===== src/smix_pkg.sv =====
`timescale 1ns / 1ps

package smix_pkg;

    // operation codes carried in s_tuser
    typedef enum logic [1:0] {
        OP_TICK = 2'd0,
        OP_LOAD = 2'd1,
        OP_PLAY = 2'd2,
        OP_SEEK = 2'd3
    } op_t;

    // low two bits of the register index; bit 2 picks the deck
    typedef enum logic [1:0] {
        CFG_SPEED  = 2'd0,
        CFG_LOOP   = 2'd1,
        CFG_LENGTH = 2'd2,
        CFG_GAINS  = 2'd3
    } cfg_kind_t;

    // tick sequencer steps
    typedef enum logic [1:0] {
        PH_IDLE = 2'd0,
        PH_ADV  = 2'd1,
        PH_LOOP = 2'd2,
        PH_END  = 2'd3
    } phase_t;

    localparam int GAIN_FRAC  = 14;
    localparam int FIFO_DEPTH = 4;

    localparam logic [19:0]        SPEED_RESET = 20'd65536;
    localparam logic [17:0]        LOOP_GUARD  = 18'd1000;
    localparam logic signed [17:0] SAMPLE_MAX  = 18'sd32767;
    localparam logic signed [17:0] SAMPLE_MIN  = -18'sd32768;
    localparam logic signed [32:0] GAIN_ROUND  = 33'sd16383;

    typedef struct packed {
        logic [19:0] speed;
        logic        loop_en;
        logic [16:0] loop_in;
        logic [16:0] loop_end;
        logic [16:0] length;
        logic [15:0] gain0;
        logic [15:0] gain1;
    } deck_cfg_t;

    typedef struct packed {
        phase_t      phase;
        logic        seek;
        logic        play_wr;
        logic        play_val;
        logic [15:0] frame;
    } deck_ctl_t;

    // last field in the lowest bits
    typedef struct packed {
        logic               b_playing;
        logic               a_playing;
        logic signed [15:0] right;
        logic signed [15:0] left;
    } result_t;

    function automatic logic signed [15:0] clip16(input logic signed [17:0] v);
        if (v > SAMPLE_MAX)
            return SAMPLE_MAX[15:0];
        else if (v < SAMPLE_MIN)
            return SAMPLE_MIN[15:0];
        else
            return v[15:0];
    endfunction

endpackage


===== src/smix_deck.sv =====
`timescale 1ns / 1ps

module smix_deck #(
    parameter int FRAMES = 65536
) (
    input  logic                         clk,
    input  logic                         rst_n,
    input  smix_pkg::deck_cfg_t          cfg,
    input  smix_pkg::deck_ctl_t          ctl,
    output logic [$clog2(FRAMES)-1:0]    frame,
    output logic                         frame_ok,
    output logic                         playing
);

    import smix_pkg::*;

    localparam int          FW         = $clog2(FRAMES);
    localparam logic [24:0] FRAMES_LIM = 25'(FRAMES);

    logic signed [40:0] ph_reg;
    logic signed [40:0] p_reg;
    logic signed [40:0] p_next;
    logic               playing_reg;
    logic [FW-1:0]      frame_reg;
    logic               ok_reg;

    logic signed [41:0] adv_sum;
    logic signed [41:0] jump_sum;
    logic signed [40:0] adv_sat;
    logic signed [40:0] jump_sat;
    logic signed [40:0] thr;
    logic signed [40:0] len_fp;
    logic [17:0]        lm;
    logic [17:0]        ld;
    logic               jump;
    logic               stop;
    logic [24:0]        fr_u;
    logic               fr_zero;
    logic               fr_ok;
    logic [FW-1:0]      fr_addr;

    // advance by speed, saturating at the top
    always_comb
    begin
        adv_sum = {ph_reg[40], ph_reg} + {22'd0, cfg.speed};
        if (adv_sum[41] != adv_sum[40])
            adv_sat = {1'b0, {40{1'b1}}};
        else
            adv_sat = adv_sum[40:0];
    end

    // loop test and jump, saturating both ways
    always_comb
    begin
        lm       = {1'b0, cfg.loop_end} - LOOP_GUARD;
        ld       = {1'b0, cfg.loop_in} - {1'b0, cfg.loop_end};
        thr      = {{7{lm[17]}}, lm, 16'd0};
        jump     = cfg.loop_en && (p_reg >= thr);
        jump_sum = {p_reg[40], p_reg} + {{8{ld[17]}}, ld, 16'd0};
        if (jump_sum[41] != jump_sum[40])
            jump_sat = jump_sum[41] ? {1'b1, 40'd0} : {1'b0, {40{1'b1}}};
        else
            jump_sat = jump_sum[40:0];
    end

    // end of track and frame lookup, frame truncated toward zero
    always_comb
    begin
        len_fp  = {8'd0, cfg.length, 16'd0};
        stop    = p_reg >= len_fp;
        fr_u    = p_reg[40:16];
        fr_zero = (p_reg[40:16] == '1) && (p_reg[15:0] != '0);
        fr_ok   = (!p_reg[40] && (fr_u < {8'd0, cfg.length}) && (fr_u < FRAMES_LIM))
                  || (fr_zero && (cfg.length != '0));
        fr_addr = p_reg[40] ? '0 : fr_u[FW-1:0];
    end

    // working playhead per step
    always_comb
    begin
        unique case (ctl.phase)
            PH_ADV:  p_next = adv_sat;
            PH_LOOP: p_next = jump ? jump_sat : p_reg;
            PH_IDLE: p_next = p_reg;
            PH_END:  p_next = p_reg;
        endcase
    end

    // playhead and play flag
    always_ff @(posedge clk or negedge rst_n)
    begin
        if (!rst_n)
        begin
            ph_reg      <= '0;
            playing_reg <= 1'b0;
        end
        else if (ctl.phase == PH_END)
        begin
            if (playing_reg)
            begin
                ph_reg <= p_reg;
                if (stop)
                begin
                    playing_reg <= 1'b0;
                end
            end
        end
        else
        begin
            if (ctl.seek)
            begin
                ph_reg <= {9'd0, ctl.frame, 16'd0};
            end
            if (ctl.play_wr)
            begin
                playing_reg <= ctl.play_val;
            end
        end
    end

    // working value and read address
    always_ff @(posedge clk)
    begin
        p_reg <= p_next;
        if (ctl.phase == PH_END)
        begin
            frame_reg <= fr_addr;
            ok_reg    <= playing_reg && fr_ok;
        end
    end

    assign frame    = frame_reg;
    assign frame_ok = ok_reg;
    assign playing  = playing_reg;

endmodule


===== config.mk =====
export PLATFORM = sky130hd
export DESIGN_NAME = smix_deck
export DESIGN_NICKNAME = d
export VERILOG_FILES = /design/src/smix_pkg.sv /design/src/smix_deck.sv
export SDC_FILE = /design/constraint.sdc
export NUM_CORES = 1
export LEC_CHECK = 0
export ABC_AREA = 1
export ABC_CLOCK_PERIOD_IN_PS = 3400
export BUFFER_PORTS_ARGS = -buffer_cell sky130_fd_sc_hd__buf_4
export CAP_MARGIN = 20
export CORE_MARGIN = 2
export CORE_UTILIZATION = 55
export CTS_BUF_LIST = sky130_fd_sc_hd__clkbuf_4
export CTS_CLUSTER_DIAMETER = 150
export DETAILED_ROUTE_END_ITERATION = 16
export PLACE_DENSITY_LB_ADDON = 0.15
export SETUP_SLACK_MARGIN = 0.5
export SLEW_MARGIN = 5
export SYNTH_ARGS = -nofsm -noshare
export SYNTH_HDL_FRONTEND = slang
export SYNTH_SLANG_ARGS = --single-unit

===== constraint.sdc =====
create_clock -name clk -period 3.4 [get_ports clk]
set_input_delay 0.17 -clock clk [delete_from_list [all_inputs] [get_ports clk]]
set_output_delay 0.17 -clock clk [all_outputs]
set_load 0.1 [all_outputs]

==> results.sh, run 1 <==
export IMPL_min_period_over_period=1.070
export IMPL_vias=13100
export IMPL_fin_skew_ns=0.05192
export IMPL_synth_area_top_cells="nand2_1 18%, edfxtp_1 16%, ha_1 13%"
export IMPL_whs_ns=0.03592
export IMPL_post_route_drc_count=0
export IMPL_fp_dieW_um=143.5
export IMPL_yosys_area_top_type="nand2_1"
export IMPL_grtUsageTotal=0.4041
export IMPL_tritoncts="built"
export IMPL_cp_end_kind="register"
export IMPL_fin_nets=2283
export IMPL_cts_buffer_depth=2
export IMPL_fillerInstances=1361
export IMPL_final_core_util=0.8063
export IMPL_root_buffer="clkbuf_4"
export IMPL_antenna_found_initial=0
export IMPL_area_growth_pct=45.15
export IMPL_cp_slowest_stage_delay_ns=0.38
export IMPL_hp_class="in2reg"
export IMPL_outcome="complete, but fails checks"
export IMPL_synth_compound_area_frac=0.1177
export IMPL_finalSetupTns_ns=-6.792
export IMPL_layout_commonest_cell="nand2_1"
export IMPL_period_needed_ns=3.637
export IMPL_drive_gt1_frac=0.3101
export IMPL_crit_type="in2reg"
export IMPL_synth_async_reset_ratio=0.4200
export IMPL_dr_pass1_iters=6
export IMPL_setup_ws_ns=-0.2366
export IMPL_synth_top_family_by_area="simple AND/OR/NAND/NOR gates"
export IMPL_ant_nets=0
export IMPL_synth_edff_count=58
export IMPL_avgSynthCellArea_um2=6.394
export IMPL_num_rows=51
export IMPL_grt_setup_unrepaired="true"
export IMPL_hold_viol_final=0
export IMPL_design_area_mm2=0.01554
export IMPL_clkTransAtPathRegs_ns=0.20
export IMPL_dieArea_mm2=0.02059
export IMPL_worstPathArrival_ns=3.88
export IMPL_dp_cells=2221
export IMPL_synth_simple_area_share=0.3448
export IMPL_synthXorXnorAreaFrac=0.02455
export IMPL_power_density_mw_per_mm2=628.4
export IMPL_critPathBufInv=5
export IMPL_synth_fa_ha_area_frac=0.1342
export IMPL_worst_pin_slew_ns=0.6150
export IMPL_vias_per_cell=5.661
export IMPL_drt_iter0_markers=1478
export IMPL_worstPathMaxFanout=8
export IMPL_syn_inst=1674
export IMPL_synth_seq_area_share=0.2609
export IMPL_clkSinkCount=100
export IMPL_leakage_nw=8.003
export IMPL_synth_top_area_frac=0.1802
export IMPL_max_freq_ghz=0.2750
export IMPL_slowest_stage="fa_2"
export IMPL_crit_family="simple AND/OR/NAND/NOR gates"
export IMPL_grt_overflow=0
export IMPL_layout_common_cells="458 x nand2_1, 335 x buf_4, 280 x inv_1"
export IMPL_post_drt_wl_per_cell_um=18.94
export IMPL_drv_cap=0
export IMPL_netlist_area_mm2=0.01070
export IMPL_cts_max_level=3
export IMPL_grt_pass1_wl_mm=63.43
export IMPL_io_buffers=112
export IMPL_finalNonFillerCells=2313
export IMPL_violations="negative setup slack"
export IMPL_syn_nets=1914
export IMPL_ir_worst_vdd_mv=0.6266
export IMPL_slew_violations=0
export IMPL_setup_viol=40
export IMPL_synthMuxAreaShare=0
export IMPL_place_congestion=1.054
export IMPL_grt_max_degree=55
export IMPL_ys_seq_elements=100
export IMPL_drt_wl_total_mm=43.82
export IMPL_start_util=0.5554
export IMPL_ioPinCount=145
export IMPL_dp_hpwl_mm=32.38
export IMPL_place_area_mm2=0.01351
export IMPL_synth_ff_type="edfxtp_1"
export IMPL_clk_latency_ns=0.51
export IMPL_numCtsBuffers=9
export IMPL_slew_limit_headroom=0.5900
export IMPL_grt_pass1_vias=11930
export IMPL_synth_cell_types=52
export IMPL_yosysWarnings=0
export IMPL_start_kind="primary input"
export IMPL_die_height_um=143.5
export IMPL_core_mm2=0.01927
export IMPL_cpMostUsedCell="nand2_1"
export IMPL_crit_required_ns=3.64
export IMPL_n_antenna_cell=0
-- worst paths after layout --
path | from | to | slack (ns) | cells past startpoint
worst max register to register | ph_reg[0] | p_reg[19] | 0.16 | 15
min in group asynchronous | rst_n | ph_reg[27] | 0.17 | 2
worst min register to register | p_reg[4] | ph_reg[4] | 0.54 | 2
worst min-delay path | ctl[12] | ph_reg[28] | 0.04 | 3
worst max-delay path | cfg[66] | p_reg[14] | -0.24 | 26
max in group asynchronous | rst_n | ph_reg[1] | 2.78 | 2
-- cells by family (layout without fill, tap and decap cells) --
group,after synthesis,count (layout)
xor gates and xnor gates,30,30
buffers and inverters,329,701
DFF,100,100
adders and majority gates,113,113
AOI/OAI and AO/OA,223,223
and+or+nand+nor,879,881
-- timing repair --
| item | CTS | global route |
|---|---|---|
| cloned | 4 | 4 |
| gates resized for setup | 159 | 130 |
| hold buffers | 12 | 0 |
| endpoints found under the hold margin | 51 | 0 |
| pin swaps | 70 | 58 |
| setup buffers | 34 | 22 |
| endpoints found under the setup margin | 57 | 83 |
-- cell type report --
class | instances | area, um2 | area share
timing repair buffer | 383 | 3174 | 0.2043
clock inverter | 7 | 86.33 | 0.005556
multi-input combinational | 1247 | 7895 | 0.5081
sequential | 100 | 2798 | 0.1801
clock buffer | 9 | 67.56 | 0.004349
inverter | 302 | 1185 | 0.07626
tap | 265 | 331.6 | 0.02134
-- through the flow --
stage	power (W)	setup slack [ns]
final	0.009764	-0.2366
after global routing	0.01032	-0.3558
after CTS	0.008734	-0.05141
after detailed placement	0.007069	-0.9142
after global placement	0.006978	-0.7713
after floorplan	0.004905	-0.6083
-- routing by layer --
metal / vias to the layer above / wire length, um / GRT usage
li1: 6133 / - / -
met1: 6011 / 17580 / 0.5591
met2: 790 / 19400 / 0.6351
met3: 161 / 4911 / 0.08097
met4: 0 / 1928 / 0.1311
met5: - / 0 / 0
-- cell usage after synthesis (7+ instances only) --
library cell and instances:
a21oi_1 92, a31oi_1 10, clkbuf_1 17, dfrtp_1 42, edfxtp_1 58, ha_1 110
inv_1 300, nand2_1 514, nand3_1 106, nand3_2 7, nand4_1 31, nor2_1 165
nor3_1 25, o211ai_1 12, o21ai_0 70, o21bai_1 9, xnor2_1 7, xor2_1 23
-- power breakdown --
| group | switching (W) | internal, W | total [W] |
|---|---|---|---|
| clock network | 0.000491 | 0.000182 | 0.000673 |
| logic | 0.00410 | 0.00313 | 0.00722 |
| registers | 0.000247 | 0.00162 | 0.00187 |
-- worst min-delay path, delay by kind of cell --
family,cells,cell delay [ns]
compound gates,2,0.20
buf+inv,1,0.10
Power figures use the tool's default switching activity.
==> run 2, diff against run 1 <==
--- a/config.mk
+++ b/config.mk
@@ -15,7 +15,6 @@
 export CTS_CLUSTER_DIAMETER = 150
 export DETAILED_ROUTE_END_ITERATION = 16
 export PLACE_DENSITY_LB_ADDON = 0.15
-export SETUP_SLACK_MARGIN = 0.5
 export SLEW_MARGIN = 5
 export SYNTH_ARGS = -nofsm -noshare
 export SYNTH_HDL_FRONTEND = slang
==> results.sh, run 2 (synthesis gave the netlist of run 1 again) <==
export IMPL_leakage_nw=7.702
export IMPL_fillerInstances=1630
export IMPL_p_comb_frac=0.704
export IMPL_clkSinkCount=100
export IMPL_grt_max_degree=54
export IMPL_start_kind="primary input"
export IMPL_grt_setup_unrepaired="true"
export IMPL_crit_type="in2reg"
export IMPL_p_int_w=0.004386
export IMPL_io_buffers=112
export IMPL_place_congestion=1.034
export IMPL_area_growth_pct=33.92
export IMPL_crit_family="adder cells"
export IMPL_core_mm2=0.01927
export IMPL_cp_end_kind="register"
export IMPL_drv_cap=0
export IMPL_startpoint="cfg[66]"
export IMPL_cpMostUsedCell="nand2_1"
export IMPL_hold_path_startpoint="ctl[4]"
export IMPL_clkTransAtPathRegs_ns=0.18
export IMPL_design_area_mm2=0.01434
export IMPL_drive_gt1_frac=0.2338
export IMPL_vias_per_cell=5.485
export IMPL_hp_class="in2reg"
export IMPL_cts_buffer_depth=2
export IMPL_grt_overflow=0
export IMPL_worstPathMaxFanout=6
export IMPL_ir_worst_vdd_mv=0.4778
export IMPL_drt_wl_total_mm=39.73
export IMPL_dr_pass1_iters=5
export IMPL_multi_input_area_mm2=0.007063
export IMPL_r2r_start="ph_reg[6]"
export IMPL_place_area_mm2=0.01346
export IMPL_worst_pin_slew_ns=0.6230
export IMPL_p_seq_frac=0.216
export IMPL_min_period_over_period=1.046
export IMPL_cp_slowest_stage_delay_ns=0.42
export IMPL_dieArea_mm2=0.02059
export IMPL_worstPathArrival_ns=3.82
export IMPL_ioPinCount=145
export IMPL_crit_required_ns=3.66
export IMPL_grtUsageTotal=0.3798
export IMPL_seqCellArea_mm2=0.002794
export IMPL_grt_pass1_vias=11560
export IMPL_setup_ws_ns=-0.1580
export IMPL_slowest_stage="fa_2"
export IMPL_switchingPower_w=0.004183
export IMPL_slew_limit_headroom=0.5847
export IMPL_drt_iter0_markers=1375
export IMPL_cts_max_level=3
export IMPL_slew_violations=0
export IMPL_grt_pass1_wl_mm=59.86
export IMPL_clockPowerShare=0.080
export IMPL_layout_commonest_cell="nand2_1"
export IMPL_post_drt_wl_per_cell_um=17.39
export IMPL_fin_skew_ns=0.02563
export IMPL_num_rows=51
export IMPL_vias=12530
export IMPL_numCtsBuffers=9
export IMPL_violations="negative setup slack"
export IMPL_power_density_mw_per_mm2=597.8
export IMPL_root_buffer="clkbuf_4"
export IMPL_critPathBufInv=8
export IMPL_dp_hpwl_mm=31.98
export IMPL_hold_viol_final=0
export IMPL_fp_dieW_um=143.5
export IMPL_fin_nets=2254
export IMPL_period_needed_ns=3.558
export IMPL_max_freq_ghz=0.2811
export IMPL_antenna_found_initial=2
export IMPL_tritoncts="built"
export IMPL_clk_latency_ns=0.50
export IMPL_layout_common_cells="491 x nand2_1, 327 x buf_4, 294 x inv_1"
export IMPL_post_route_drc_count=0
export IMPL_start_util=0.5554
export IMPL_ant_nets=0
export IMPL_outcome="complete, but fails checks"
export IMPL_setup_viol=38
export IMPL_swShare=0.4882
export IMPL_die_height_um=143.5
export IMPL_final_core_util=0.7439
==> run 2: through the flow <==
stage / power (W) / hold WS [ns] / std cells / setup slack, ns / setup TNS, ns
after detailed placement: 0.007022 / 0.2154 / 2228 / -0.8182 / -43.94
after global routing: 0.009178 / 0.009196 / 2284 / -0.3033 / -11.11
final: 0.008569 / 0.02896 / 2285 / -0.1580 / -4.256
after floorplan: 0.004879 / -0.1256 / 1674 / -0.6083 / -22.20
after CTS: 0.008147 / 0.0001192 / 2273 / -0.03181 / -0.2443
after global placement: 0.006927 / 0.2059 / 2228 / -0.7769 / -40.06
==> run 2: area by class of cell <==
cell class	instances	area share
multi-input cells	1245	0.4927
repair buffers	356	0.1979
flip-flops and latches	100	0.1949
inverters	302	0.08048
well taps	265	0.02313
clock inverters	7	0.006023
clock buffers	9	0.004713
diodes	1	0.0001746
==> run 2: worst paths after layout <==
kind,slack (ns),cells past startpoint,to
max reg2reg,-0.06,16,p_reg[18]
min reg2reg,0.56,2,ph_reg[7]
min,0.03,3,ph_reg[20]
max in group asynchronous,2.75,2,ph_reg[19]
min in group asynchronous,0.21,2,ph_reg[21]
max,-0.16,30,p_reg[26]
==> run 2: power groups by stage <==
stage	Combinational, W	Sequential [W]	Clock [W]
CTS	0.00563	0.00183	0.000686
detailed placement	0.00517	0.00186	0
finish	0.00603	0.00185	0.000684
global placement	0.00507	0.00185	0
global route	0.00658	0.00187	0.000733
floorplan	0.00295	0.00193	0
==> run 2: what timing repair did <==
action,4_1_cts,5_1_grt
endpoints found under the hold margin,53,0
gates cloned,1,0
hold buffers,14,0
pin swaps,27,28
resized for setup,45,53
setup endpoints to repair,50,54
setup buffers,14,11
==> run 2: tightest hold or removal path: stages <==
cell and delay (ns):
buf_4 0.08, o211ai_1 0.12, o21ai_0 0.11
==> run 2: layer usage <==
layer,part of all wire,global-route usage,up-vias,wire (um)
li1,-,-,6098,-
met5,0,0,-,0
met2,0.43,0.5782,680,17140
met3,0.11,0.09630,113,4443
met4,0.033,0.1213,0,1306
met1,0.42,0.5289,5643,16840
